<file path="config.mk">
export PLATFORM = sky130hd
export DESIGN_NAME = tczn_lane
export DESIGN_NICKNAME = d
export VERILOG_FILES = /design/src/rtl/tczn_pkg.sv /design/src/rtl/tczn_lane.sv
export SDC_FILE = /design/constraint.sdc
export NUM_CORES = 2
export LEC_CHECK = 0
export BUFFER_PORTS_ARGS = -buffer_cell sky130_fd_sc_hd__buf_2
export CAP_MARGIN = 0
export CORE_ASPECT_RATIO = 1.5
export CORE_MARGIN = 1
export CORE_UTILIZATION = 24
export CTS_BUF_LIST = sky130_fd_sc_hd__clkbuf_16
export DETAILED_ROUTE_END_ITERATION = 7
export RECOVER_POWER = 50
export REMOVE_ABC_BUFFERS = 1
export SLEW_MARGIN = 20
export SYNTH_ARGS = -nofsm -noshare
export SYNTH_HDL_FRONTEND = slang
export SYNTH_SLANG_ARGS = --single-unit
</file>
<file path="constraint.sdc">
create_clock -name clk -period 14.16 [get_ports clk]
set_input_delay 1.416 -clock clk [delete_from_list [all_inputs] [get_ports clk]]
set_output_delay 1.416 -clock clk [all_outputs]
set_load 0.01 [all_outputs]
</file>
<file path="src/rtl/tczn_pkg.sv">
// shared types and constants for the two-channel z-score normalizer
`timescale 1ns / 1ps
`default_nettype none
package tczn_pkg;
  localparam int unsigned MaxTrainSamples = 1024;
  localparam int unsigned DataW = 32;
  localparam int unsigned CountW = 11;
  localparam int unsigned ReqW = 2;
  localparam int unsigned StatusW = 3;

  localparam logic [ReqW-1:0] REQ_TRAIN   = 2'd0;
  localparam logic [ReqW-1:0] REQ_NORM    = 2'd1;
  localparam logic [ReqW-1:0] REQ_RESTART = 2'd2;

  localparam logic [StatusW-1:0] ST_STORED   = 3'd0;
  localparam logic [StatusW-1:0] ST_DONE     = 3'd1;
  localparam logic [StatusW-1:0] ST_VALID    = 3'd2;
  localparam logic [StatusW-1:0] ST_UNTRAIN  = 3'd3;
  localparam logic [StatusW-1:0] ST_ZERODEV  = 3'd4;
  localparam logic [StatusW-1:0] ST_IGNORED  = 3'd5;

  // lane operation codes
  typedef enum logic [2:0] {
    OP_SUM  = 3'b001,
    OP_SQ   = 3'b010,
    OP_DIV  = 3'b100
  } lane_op_t;

  typedef struct packed {
    logic     go;
    lane_op_t op;
  } lane_ctl_t;
endpackage
`default_nettype wire

</file>
<file path="src/rtl/tczn_lane.sv">
// one channel lane: accumulates, squares and runs a serial divider
`timescale 1ns / 1ps
`default_nettype none
module tczn_lane (
  input  wire logic                 clk,
  input  wire logic                 rst,
  input  wire tczn_pkg::lane_ctl_t  ctl,
  input  wire logic                 clr,
  input  wire logic                 acc_en,
  input  wire logic signed [31:0]   sample,
  input  wire logic signed [31:0]   mean_in,
  input  wire logic [127:0]         dividend,
  input  wire logic [63:0]          divisor,
  output logic signed [63:0]        sum,
  output logic [127:0]              sqsum,
  output logic [127:0]              quot,
  output logic                      div_busy
);
  import tczn_pkg::*;
  logic [63:0]  mag;
  logic [127:0] sq;
  logic [127:0] rem;
  logic [6:0]   cnt;
  logic [128:0] trial;
  logic signed [32:0] dif;

  // deviation is registered before the multiply
  always_comb begin
    dif = 33'(sample) - 33'(mean_in);
    trial = {rem, quot[127]} - {65'd0, divisor};
  end

  always_ff @(posedge clk) begin
    mag <= dif[32] ? 64'(-dif) : 64'(dif);
    sq <= 128'(mag[32:0]) * 128'(mag[32:0]);
    if (clr) begin
      sum <= '0;
      sqsum <= '0;
    end else if (acc_en) begin
      if (ctl.op == OP_SUM) sum <= sum + 64'(sample);
      else if (ctl.op == OP_SQ) sqsum <= sqsum + sq;
    end
    if (rst) begin
      div_busy <= 1'b0;
      cnt <= '0;
    end else if (ctl.go && ctl.op == OP_DIV) begin
      div_busy <= 1'b1;
      cnt <= 7'd127;
      quot <= dividend;
      rem <= '0;
    end else if (div_busy) begin
      if (!trial[128]) begin
        rem <= trial[127:0];
        quot <= {quot[126:0], 1'b1};
      end else begin
        rem <= {rem[126:0], quot[127]};
        quot <= {quot[126:0], 1'b0};
      end
      if (cnt == 0) div_busy <= 1'b0;
      else cnt <= cnt - 7'd1;
    end
  end
endmodule
`default_nettype wire

</file>
==> flow_summary.ini <==
[critical_path]
timing.rr.start = mag[0]$_DFF_P_
endpoint_kind = flip-flop
critical-path-top-delay-family = adder cells
r2r-end = sq[63]$_DFF_P_
worst_ep_arrival_time_ns = 10.91
cp_data_required_time_ns = 14.79
cp-startpoint = mag[0]$_DFF_P_
r2r_setup_slack_ns = 3.88
path_class = flip-flop to flip-flop
ff2ff_path_depth = 28
cp.buffers_inverters = 6
worstPathMaxFanout = 34
cp-start-kind = flip-flop
crit_end = sq[63]$_DFF_P_
crit_top_cell = fa_1
crit_slowest_cell = clkbuf_1
cpPeakStageDelay_ns = 1.80
cp.depth = 28

[sta]
rsz0062_at_grt = no
worst_slew_pin_slew_ns = 7.37
maxSlewHeadroom_pct = -391
report.final.slew_viol_count = 574
fin_crit_ns = 10.28
hold_viol = 0
period_share_pct = 72.6
whs_ns = 0.471
fmax_mhz = 97.2
skew_ns = 0.0562
setup_viol = 0

[detailed_routing]
drt_wl_total_mm = 233
drtPass1Iterations = 6
drt-wirelength-per-cell_microns = 19.5
drtAntennaViolNets = 0
viasPerCell = 4.62
via_count = 55178
drc = 0
initialDrtViolationCount = 2930

[global_route]
grt_pass1_wl_mm = 347
grt_antenna_before_repair = 37
grt_max_degree = 157
grtUsageTotal_pct = 16.5
grt_overflow = 0
first_global_vias = 57985

[clock_tree]
numCtsBuffers = 70
clockRootBuffer = clkbuf_16
postCtsSetupRepairBufs = 0
htreeDepth = 3
clkSlewWorstSetupHoldPaths_ns = 0.07
cts_buffer_depth = 3
ctsHoldBuffers = 0
clk_latency_ns = 0.71
cts_tree = built
clock-sinks = 554
ctsResizeCount = 0

[floorplan]
die_w_microns = 433
die_y_microns = 648
core_sq_mm = 0.276
io_pins = 585
floorplan.initialDensity_pct = 24.2
die_area_sq_mm = 0.280
rows = 236

[logic_synthesis]
netlist_instances = 7801
seq_area_frac_synth_pct = 20.5
ys_types = 88
ys_ff_latch = 554
avgSynthCellArea_sq_um = 8.55
synth_edf_count = 256
synthFlopType = dfxtp_1
yosys_warnings = 0
netlist_area_sq_mm = 0.0667
async_flop_share_pct = 0

[run_status]
violations = max-capacitance violations, max-slew violations
outcome = complete, but fails checks

[cells_and_area]
num-fill-cells = 29987
drive_above_1_share_pct = 5.83
area_growth_pct = 12.9
nets = 9824

[place]
io_buffers = 584
place.gp.congestion = 0.921
dpl.hpwl_mm = 188

[run]
cap_violations = 8

[hold_path]
hold_class = flip-flop to flip-flop
layout by cell type, fill, tap and decap left out, types with 224 or more instances in the layout:
cell type	count
dfxtp_1	294
fa_1	874
nor2_1	361
edfxtp_1	256
nand2_1	1256
and2_1	249
ha_1	502
a21oi_1	547
buf_2	259
inv_1	1326
xnor2_1	224
clkbuf_1	332
o21ai_0	229
layer usage:
| layer | vias up | share of wire [%] | track usage, % |
|---|---|---|---|
| met2 | 1584 | 51 | 30.4 |
| met1 | 27025 | 34 | 16.2 |
| met4 | 32 | 9.0 | 12.9 |
| met5 | - | 0.082 | 0 |
| met3 | 572 | 5.1 | 2.69 |
| li1 | 25965 | - | - |
layout make-up:
cell class | count | area (sq um) | share of cell area [%]
clock buffer | 70 | 1750 | 2.33
clock inverter | 53 | 468 | 0.621
timing repair buffer | 642 | 2940 | 3.91
inverter | 1314 | 4930 | 6.55
multi-input combinational | 5602 | 46900 | 62.3
sequential | 554 | 13700 | 18.1
tap | 3689 | 4620 | 6.13
antenna | 15 | 37.5 | 0.0498
stage by stage:
stage | util [%] | cell area [sq um] | setup TNS [ns] | std cells | worst slack [ns]
after floorplan | - | 65500 | -5422.47 | 7470 | -16.29
after global placement | 26.6 | 73500 | 0 | 11801 | 5.26
after detailed placement | 26.6 | 73500 | 0 | 11801 | 5.22
after CTS | 27.4 | 75800 | 0 | 11924 | 5.19
after global routing | 27.3 | 75300 | 0 | 11935 | 3.50
final | 27.3 | 75300 | 0 | 11939 | 3.88
cell families after synthesis:
| kind of cell | count (synthesis) | share of synthesized area (%) |
|---|---|---|
| and+or+nand+nor | 2545 | 17.6 |
| buffers and inverters | 1645 | 9.27 |
| adders and majority gates | 1376 | 35.6 |
| AOI/OAI and AO/OA | 1258 | 11.4 |
| DFF | 554 | 20.5 |
| xor gates and xnor gates | 416 | 5.46 |
| muxes | 7 | 0.127 |
cells in the mapped netlist, drive strengths merged (42+ instances only):
cell type / count / area (sq um)
inv: 1313 / 4930
edfxtp: 256 / 7690
fa: 874 / 17500
a21o: 166 / 1250
clkbuf: 316 / 1190
xnor2: 224 / 1960
and2: 252 / 1580
ha: 502 / 6280
nor2: 362 / 1360
nor3: 96 / 492
o21ai: 234 / 1170
a21oi: 547 / 2740
nand4: 128 / 801
dfxtp: 298 / 5970
xor2: 192 / 1680
nand3: 141 / 711
a31oi: 42 / 263
nand2: 1257 / 4730
o21bai: 55 / 413
and3: 54 / 338
or3: 42 / 268
how the worst min path moves through the flow:
stage / startpoint / to / cells after the start
2_1_floorplan: sum[10]$_SDFFE_PP0P_ / sum[10]$_SDFFE_PP0P_ / 2
3_3_place_gp: sum[6]$_SDFFE_PP0P_ / sum[6]$_SDFFE_PP0P_ / 2
3_5_place_dp: sum[41]$_SDFFE_PP0P_ / sum[41]$_SDFFE_PP0P_ / 2
4_1_cts: sum[51]$_SDFFE_PP0P_ / sum[51]$_SDFFE_PP0P_ / 2
5_1_grt: sum[50]$_SDFFE_PP0P_ / sum[50]$_SDFFE_PP0P_ / 2
6_report: sum[35]$_SDFFE_PP0P_ / sum[35]$_SDFFE_PP0P_ / 2
tightest hold or removal path, cell delays in order (launching register included):
cell	delay (ns)
dfxtp_1	0.32
nand2_1	0.06
a21oi_1	0.05
state kept, by name, summed over array words and instances (netlist names):
signal and cells:
cnt 7, div_busy 1, mag 33, quot 128, rem 128, sq 65
sqsum 128, sum 64
Power is not shown: default switching activity piles up to over one toggle a cycle in this logic, so the estimate is an artifact.
