$ cat src/rtl/tczn_sqrt.sv
// bit-serial integer square root of a 64-bit value
`timescale 1ns / 1ps
`default_nettype none
module tczn_sqrt (
  input  wire logic        clk,
  input  wire logic        rst,
  input  wire logic        go,
  input  wire logic [63:0] val,
  output logic [31:0]      root,
  output logic             busy
);
  logic [63:0] rad;
  logic [33:0] rem;
  logic [4:0]  cnt;
  logic [33:0] trial;
  always_comb trial = {rem[31:0], rad[63:62]} - {root, 2'b01};
  always_ff @(posedge clk) begin
    if (rst) begin
      busy <= 1'b0;
      cnt <= '0;
    end else if (go) begin
      busy <= 1'b1;
      rad <= val;
      rem <= '0;
      root <= '0;
      cnt <= 5'd31;
    end else if (busy) begin
      rad <= {rad[61:0], 2'b00};
      if (!trial[33]) begin
        rem <= trial;
        root <= {root[30:0], 1'b1};
      end else begin
        rem <= {rem[31:0], rad[63:62]};
        root <= {root[30:0], 1'b0};
      end
      if (cnt == 0) busy <= 1'b0;
      else cnt <= cnt - 5'd1;
    end
  end
endmodule
`default_nettype wire

$ cat config.mk
export PLATFORM = sky130hd
export DESIGN_NAME = tczn_sqrt
export DESIGN_NICKNAME = d
export VERILOG_FILES = /design/src/rtl/tczn_sqrt.sv
export SDC_FILE = /design/constraint.sdc
export NUM_CORES = 1
export LEC_CHECK = 0
export ABC_AREA = 1
export BUFFER_PORTS_ARGS = -buffer_cell sky130_fd_sc_hd__buf_2
export CAP_MARGIN = 5
export CORE_MARGIN = 5
export CORE_UTILIZATION = 45
export DETAILED_ROUTE_END_ITERATION = 16
export GPL_ROUTABILITY_DRIVEN = 0
export PLACE_DENSITY = 0.72
export SYNTH_ARGS = -nofsm -noshare
export SYNTH_HDL_FRONTEND = slang
export SYNTH_SLANG_ARGS = --single-unit
$ cat constraint.sdc
create_clock -name clk -period 7.4 [get_ports clk]
set_input_delay 1.11 -clock clk [delete_from_list [all_inputs] [get_ports clk]]
set_output_delay 1.11 -clock clk [all_outputs]
set_load 0.005 [all_outputs]
==> summary.md, run 1 <==
| Metric | Value |
|---|---|
| Setup WS pre-CTS | `3935 ps` |
| Fill cell count | `1721` |
| Vias per inst | `4.919` |
| Synth unique cells | `35` |
| Peak Freq | `0.3347 GHz` |
| Final worst path period need | `2988 ps` |
| Grt ovf | `0` |
| Post-CTS Setup Repair Bufs | `0` |
| Critical path capture point type | `register` |
| Crit-path slowest cell | `buf_4` |
| Post-synthesis instance total | `1047` |
| Cell Area, Synth | `8140 um2` |
| Most frequent cell after synthesis | `nand2_1` |
| Clk root buf | `clkbuf_16` |
| Ys async rst share | `0%` |
| Hold Path Stages | `2` |
| Setup_tns | `0 ps` |
| WP data arrival | `3040 ps` |
| R2R cell count | `12` |
| Syn_nets | `1148` |
| Final core occ | `52.66%` |
| Simple-gate portion of the synthesized area | `30.73%` |
| R2R Path End | `rem[28]` |
| Run status | `finished, final reports clean` |
| Sequential area share after synthesis | `48.69%` |
| DR pass1 iterations | `5` |
| Post-CTS Resized | `0` |
| CP top delay family | `buffers and inverters` |
| Worst setup SP type | `input pin` |
| Final setup fails | `0` |
| Final Worst Setup Slack | `4412 ps` |
| CP cell instances | `buf_4 > nor2_1 > nor2_4 > buf_4 > buf_4` |
| Initial Util | `45.47%` |
| Site row count | `49` |
| Largest cells by area after synthesis | `edfxtp_1 (47%), nand2_1 (18%), inv_1 (6.4%)` |
| Metal-1 WL | `8458 um` |
| Wirelength per Cell | `13.23 um` |
| DR WL met2 | `8394 um` |
| Net count, final | `1241` |
| Slew HR | `32.43%` |
| Ant. Diodes | `0` |
| Slowest cell delay on critical path | `880 ps` |
| Worst-Margin Slew | `1014 ps` |
| Synth Area in Adders | `5.226%` |
| DRT iter0 DRCs | `417` |
| Area share of the largest cell type after synthesis | `47.22%` |
| CTS tree | `yes` |
| Total GRT Usage | `18.54%` |
| Core ar. | `17900 um2` |
| Clk_lat worst skew | `430 ps` |
| Top sig layer | `met4` |
| Vias in the first global route | `6653` |
| Hold WC Path Type | `reg -> reg` |
| Skew final | `9.461 ps` |
| Synthesized area per cell | `7.775 um2` |
| Hold path startpoint | `cnt[1]` |
| Area grow syn2layout | `15.82%` |
| Largest net degree at the start of global routing | `82` |
| Crit path top cell by count | `buf_4` |
| Final Hold Viols | `0` |
| Cell taking the most area after synthesis | `edfxtp_1` |
| LEAKAGE | `4.675 nW` |
| Hpwl dp | `13020 um` |
| Post-synth EDFFs | `128` |
| Reg2reg setup slack | `4610 ps` |
| Die width | `144.5 um` |
| H-tree depth | `4` |
| Die H | `144.5 um` |
| Post-synth top cells | `nand2_1 (382), inv_1 (139), nor2_1 (129), edfxtp_1 (128), nand3_1 (59)` |
| Reg2reg start | `root[18]` |
| Post-Synth XOR/XNOR Area | `1.829%` |
| Routed WL | `18290 um` |
| Count of input and output buffers | `99` |
| Fin. max-slew vios | `0` |
| RSZ-0062 raised after global routing | `no` |
| PD cells | `252.2 nW/um2` |
| Hold Path Sink | `cnt[1]` |
| Share of cells above drive strength 1 | `14.57%` |
| Worst path required time | `7450 ps` |
| First-pass GRT wire length | `30870 um` |
| Placed Area | `8827 um2` |
| Critical path class | `in -> reg` |
| Io pins | `100` |
| Clock Pin Slew Worst Setup and Hold Paths | `60 ps` |
| Synth warnings | `0` |
| Antenna-violating nets left | `0` |
| Vias | `6798` |
| Mux cell area share after synthesis | `0%` |
| #FFs+latches synth | `134` |
| Sink Count | `134` |
| Worst path bufs/invs | `3` |
| Crit share post-route | `40.37%` |
| Clock buffer depth | `2` |
| Number of buffers created by CTS | `17` |
| Maximum capacitance violations | `0` |
| Ys flop type | `edfxtp_1` |
| Worst VDD drop | `0.1797 mV` |
| Initial antenna violation count | `0` |
| Critical Path Fanout Max | `81` |
| Largest family of logic cells by synthesized area | `simple AND/OR/NAND/NOR gates` |
| Drt drc | `0` |
| Wire length on met3 | `1150 um` |
| Design area | `9428 um2` |
| Die Area | `20880 um2` |
| Post-synthesis compound-gate area fraction | `5.134%` |
| Hold buffer count at CTS | `0` |
flip-flops by register name (all words and copies together) (netlist names):
signal and cells:
cnt 5, rad 64, rem 32, root 32, busy 1
final cells by class:
class / count / area (um2) / area share, %
multi-input cells: 739 / 3501 / 37.13
well taps: 229 / 286.5 / 3.039
flip-flops and latches: 134 / 3964 / 42.04
inverters: 144 / 540.5 / 5.733
repair buffers: 104 / 535.5 / 5.680
clock inverters: 11 / 150.1 / 1.593
clock buffers: 21 / 450.4 / 4.778
cell usage in the layout, fill, tap and decap left out, types with 3 or more instances in the layout:
| master | Yosys | layout |
|---|---|---|
| a21oi_1 | 39 | 39 |
| a21oi_2 | 4 | 4 |
| buf_2 | 9 | 98 |
| buf_4 | 1 | 6 |
| bufinv_16 | 0 | 3 |
| clkbuf_1 | 14 | 3 |
| clkbuf_16 | 0 | 17 |
| dfxtp_1 | 6 | 6 |
| edfxtp_1 | 128 | 128 |
| ha_1 | 34 | 34 |
| inv_1 | 139 | 139 |
| inv_2 | 4 | 5 |
| nand2_1 | 382 | 382 |
| nand2_2 | 6 | 6 |
| nand2_4 | 3 | 3 |
| nand3_1 | 59 | 59 |
| nand4_1 | 6 | 6 |
| nor2_1 | 129 | 128 |
| nor2_2 | 11 | 11 |
| nor2_4 | 2 | 3 |
| nor3_1 | 10 | 10 |
| o21ai_0 | 21 | 21 |
| o21bai_1 | 3 | 3 |
| xor2_1 | 16 | 16 |
worst max path at each step:
stage / startpoint / end / slack, ps / cells past startpoint
floorplan: go / rad[0] / 1900 / 4
global placement: go / rem[26] / 3970 / 5
detailed placement: go / rem[26] / 3930 / 5
CTS: go / rem[26] / 4390 / 5
global route: go / rem[26] / 4250 / 5
finish: go / rad[31] / 4410 / 5
where the power goes:
group / total, mW / internal, mW / switching (mW)
Clock: 0.875 / 0.540 / 0.334
Combinational: 0.566 / 0.193 / 0.373
Sequential: 0.937 / 0.913 / 0.0240
cell families (layout without fill, tap and decap cells):
kind of cell	after synthesis	in the layout
adder cells (fa/ha/maj)	34	34
XOR/XNOR	17	17
AO/OA/AOI/OAI	76	76
AND/OR/NAND/NOR	612	612
buffers and inverters	174	280
flip-flops	134	134
routing by layer:
metal / GRT usage (%) / up-vias
li1: - / 3518
met1: 24.89 / 3066
met2: 29.82 / 191
met3: 4.927 / 23
met4: 5.106 / 0
met5: 0 / -
worst register-to-register path, cell delays in order (launching register included):
cell      delay, ps
edfxtp_1        340
inv_1            60
ha_1            370
a21oi_1         300
nand2_1         110
nand2_1          70
nand3_1         110
a21oi_2         270
nand2_4          90
nand2_2         510
nand3_1         160
nand2_1         100
nor2_1           70
stage by stage:
stage | hold slack (ps) | cells | power (mW)
floorplan | 432.9 | 1047 | 1.384
global placement | 453.5 | 1350 | 1.506
detailed placement | 458.2 | 1350 | 1.516
CTS | 467.5 | 1382 | 2.397
global route | 483.2 | 1382 | 2.507
finish | 463.0 | 1382 | 2.378
(Power assumes the default switching activity.)
==> run 2, diff against run 1 <==
- ABC_AREA: 1 -> 0
- clock period: 7.4 -> 2.6 ns (I/O delays scaled with it)
==> run 2 against run 1 <==
  * The flow now finishes with violations (setup timing)
  * Worst hold slack got worse by 210 ps
  * Flip-flop and latch count did not move
  * Design area rose by 9.7%
  * First-iteration DRC count fell by 20%
  * Total power rose to 3.0 times the previous value
  * Die area fell by 7.6%
  * Core utilization rose by 10 points
  * Register-to-register slack got worse by 4800 ps
==> summary.md, run 2 <==
| Metric | Value |
|---|---|
| Run status | `finished, violations left (was finished, final reports clean)` |
| Failing checks | `setup timing` |
| Cell Area, Synth | `7478 um2 (was 8140 um2)` |
| Multi-input gate area | `3598 um2 (was 3501 um2)` |
| Hold path startpoint | `rst (was cnt[1])` |
| Worst path required time | `2750 ps (was 7450 ps)` |
| Final worst path period need | `2827 ps` |
| CTS tree | `yes (unchanged)` |
| Fin. max-slew vios | `0 (unchanged)` |
| DRT iter0 DRCs | `335 (was 417)` |
| WP data arrival | `2970 ps (was 3040 ps)` |
| Total GRT Usage | `18.33% (was 18.54%)` |
| Largest cells by area after synthesis | `edfxtp_1 (51%), mux2_2 (9.5%), ha_1 (5.7%) (was edfxtp_1 (47%), nand2_1 (18%), inv_1 (6.4%))` |
| Count of input and output buffers | `99 (unchanged)` |
| Most frequent cells in the layout | `buf_4 (139), edfxtp_1 (128), buf_2 (98), mux2_2 (63), nor2_1 (55) (was nand2_1 (382), inv_1 (139), nor2_1 (128), edfxtp_1 (128), buf_2 (98))` |
| Sequential area share after synthesis | `53.00% (was 48.69%)` |
| Final core occ | `62.81% (was 52.66%)` |
| Die Area | `19300 um2 (was 20880 um2)` |
| Hpwl dp | `12280 um (was 13020 um)` |
| H-tree depth | `4 (unchanged)` |
| Register Area | `3964 um2 (unchanged)` |
| Synth warnings | `0 (unchanged)` |
| Die H | `138.9 um (was 144.5 um)` |
| Vias per inst | `5.214 (was 4.919)` |
| Max reg flops | `64 (unchanged)` |
| Syn_nets | `766 (was 1148)` |
| Critical Path Fanout Max | `8 (was 81)` |
| Largest net degree at the start of global routing | `72 (was 82)` |
| Critical path class | `reg -> reg (was in -> reg)` |
| Synthesized area per cell | `11.25 um2 (was 7.775 um2)` |
| Routed WL | `17730 um (was 18290 um)` |
| LEAKAGE | `4.317 nW (was 4.675 nW)` |
| Worst path bufs/invs | `2 (was 3)` |
| Regs by FF count | `rad: 64 flops, rem: 32 flops, root: 32 flops (unchanged)` |
| Cell taking the most area after synthesis | `edfxtp_1 (unchanged)` |
| Clock buffer depth | `2 (unchanged)` |
| Reg2reg start | `rem[0] (was root[18])` |
| Drt drc | `0 (unchanged)` |
| #FFs+latches synth | `134 (unchanged)` |
| Clk_lat worst skew | `420 ps (was 430 ps)` |
| PD cells | `680.3 nW/um2 (was 252.2 nW/um2)` |
| Commonest non-fill, non-tap cell in the layout | `buf_4 (was nand2_1)` |
| Number of buffers created by CTS | `17 (unchanged)` |
| Post-synth EDFFs | `128 (unchanged)` |
| Sink Count | `134 (unchanged)` |
| Synth Area in Adders | `5.688% (was 5.226%)` |
| Grt ovf | `0 (unchanged)` |
| Ys flop type | `edfxtp_1 (unchanged)` |
| Initial antenna violation count | `0 (unchanged)` |
| Biggest register | `rad (unchanged)` |
| Share of cells above drive strength 1 | `45.68% (was 14.57%)` |
| Mux cell area share after synthesis | `9.888% (was 0%)` |
| First-pass GRT wire length | `29370 um (was 30870 um)` |
| Reg2reg setup slack | `-230 ps (was 4610 ps)` |
| Worst VDD drop | `0.5292 mV (was 0.1797 mV)` |
| Peak Freq | `0.3537 GHz` |
| Initial Util | `45.42% (was 45.47%)` |
| Area grow syn2layout | `38.30% (was 15.82%)` |
| Critical path capture point type | `register (unchanged)` |
| Clock Pin Slew Worst Setup and Hold Paths | `60 ps (about the same)` |
| Hold Path Sink | `cnt[4] (was cnt[1])` |
| Clk root buf | `clkbuf_16 (unchanged)` |
| Simple-gate portion of the synthesized area | `11.56% (was 30.73%)` |
| CP cell instances | `ha_4 > o21a_1 > o211ai_1 > a31o_1 > a21o_1 > a211o_1 > a211o_1 > buf_6 > buf_12 > nand2_2 > a21oi_1 (was buf_4 > nor2_1 > nor2_4 > buf_4 > buf_4)` |
| Final Hold Viols | `0 (unchanged)` |
| CP top delay family | `compound AO/OA/AOI/OAI gates (was buffers and inverters)` |
| Final Total Pwr | `7.035 mW (was 2.378 mW)` |
| Antenna-violating nets left | `0 (unchanged)` |
| Crit path top cell by count | `a211o_1 (was buf_4)` |
| Area share of the largest cell type after synthesis | `51.40% (was 47.22%)` |
| Worst-Margin Slew | `616.0 ps (was 1014 ps)` |
| Vias | `5980 (was 6798)` |
| Final Worst Setup Slack | `-227.3 ps (was 4412 ps)` |
| Post-synth top cells | `edfxtp_1 (128), mux2_2 (63), nand2_1 (63), nor2_1 (60), a21oi_1 (59) (was nand2_1 (382), inv_1 (139), nor2_1 (129), edfxtp_1 (128), nand3_1 (59))` |
| RSZ-0062 raised after global routing | `yes (was no)` |
| Largest family of logic cells by synthesized area | `compound AO/OA/AOI/OAI gates (was simple AND/OR/NAND/NOR gates)` |
| Crit share post-route | `108.7%` |
| Final setup fails | `33 (was 0)` |
| Core ar. | `16470 um2 (was 17900 um2)` |
| DR pass1 iterations | `5 (unchanged)` |
| Post-synthesis instance total | `665 (was 1047)` |
| Crit-path slowest cell | `edfxtp_1 (was buf_4)` |
| Fill cell count | `1321 (was 1721)` |
| Vias in the first global route | `6253 (was 6653)` |
| Maximum capacitance violations | `0 (unchanged)` |
| Site row count | `47 (was 49)` |
| Ys async rst share | `0% (unchanged)` |
| Placed Area | `9346 um2 (was 8827 um2)` |
| Slew HR | `58.50% (was 32.43%)` |
| Worst setup SP type | `register (was input pin)` |
| Hold WC Path Type | `in -> reg (was reg -> reg)` |
| Skew final | `6.743 ps (was 9.461 ps)` |
| Post-Synth XOR/XNOR Area | `2.928% (was 1.829%)` |
| Slowest cell delay on critical path | `420 ps (was 880 ps)` |
| Die width | `138.9 um (was 144.5 um)` |
| Hold Path Stages | `2 (unchanged)` |
| R2R Path End | `rem[7] (was rem[28])` |
| Post-synthesis compound-gate area fraction | `12.65% (was 5.134%)` |
| Design area | `10340 um2 (was 9428 um2)` |
| R2R cell count | `11 (was 12)` |
| Net count, final | `1014 (was 1241)` |
| Most frequent cell after synthesis | `edfxtp_1 (was nand2_1)` |
| Synth unique cells | `55 (was 35)` |
| Io pins | `100 (unchanged)` |
| Wirelength per Cell | `15.46 um (was 13.23 um)` |
-- run 2: cell types whose count changed after synthesis, sizes merged, moves of 5 or more --
cell and delta:
mux2 +63, inv -98, o211ai +6, and2 +7, nand3 -40, xnor2 +14, nor2 -82, a21o +11
nand2 -328, xor2 -6, o31ai +5, a21oi +16, nor2b +5
-- run 2: cells by family (layout without fill, tap and decap cells) --
logic type | Yosys count | in the layout
flops | 134 | 134
xor+xnor | 25 | 25
mux | 66 | 66
buf+inv | 72 | 333
compound gates | 143 | 143
other cells | 0 | 1
simple gates | 191 | 191
fa+ha+maj | 34 | 34
-- run 2: repair_timing --
item,CTS,global route
buffers inserted,5,5
setup endpoints to repair,33,33
hold buffers,0,0
gates cloned,2,0
pin swaps,26,21
resized for setup,58,37
-- run 2: worst register-to-register path, delay by kind of cell, from the launching register on --
family | cells | cell delay, ps
adders and majority gates | 1 | 300
AOI/OAI and AO/OA | 7 | 1450
and+or+nand+nor | 1 | 60
DFF | 1 | 420
buffers and inverters | 2 | 330
-- run 2: final cells by class --
class / count / share of cell area, %
diodes: 1 / 0.02420
clock buffers: 20 / 4.319
clock inverters: 12 / 0.7622
inverters: 45 / 1.633
multi-input cells: 459 / 34.79
flip-flops and latches: 134 / 38.33
well taps: 220 / 2.662
repair buffers: 256 / 17.48
-- run 2: worst max path at each step --
stage,to,slack (ps),start,cells after the start
2_1_floorplan,rad[0],-410,go,4
4_1_cts,rem[28],-200,rem[8],10
3_3_place_gp,rem[30],-220,root[2],10
6_report,rem[7],-230,rem[0],11
3_5_place_dp,rem[27],-270,rem[0],9
5_1_grt,rem[24],-370,rem[0],11
-- run 2: routing by layer --
layer / part of all wire, % / global-route usage [%]
met4: 1.3 / 4.943
met3: 7.7 / 6.862
met5: 0 / 0
met1: 43 / 22.70
met2: 48 / 30.35
-- run 2: report_power, final --
part / internal (mW) / switching (mW)
Combinational: 1.09 / 1.09
Sequential: 2.60 / 0.0828
Clock: 1.24 / 0.943
-- run 2: metrics by stage --
| stage | instances | hold slack, ps | TNS, ps | setup slack (ps) |
|---|---|---|---|---|
| after CTS | 1142 | 236.1 | -4139 | -199.2 |
| after floorplan | 665 | 459.1 | -52440 | -408.0 |
| after detailed placement | 1103 | 533.4 | -5149 | -270.3 |
| after global placement | 1103 | 527.1 | -3296 | -222.9 |
| after global routing | 1146 | 253.7 | -10240 | -371.8 |
| final | 1147 | 248.4 | -5540 | -227.3 |
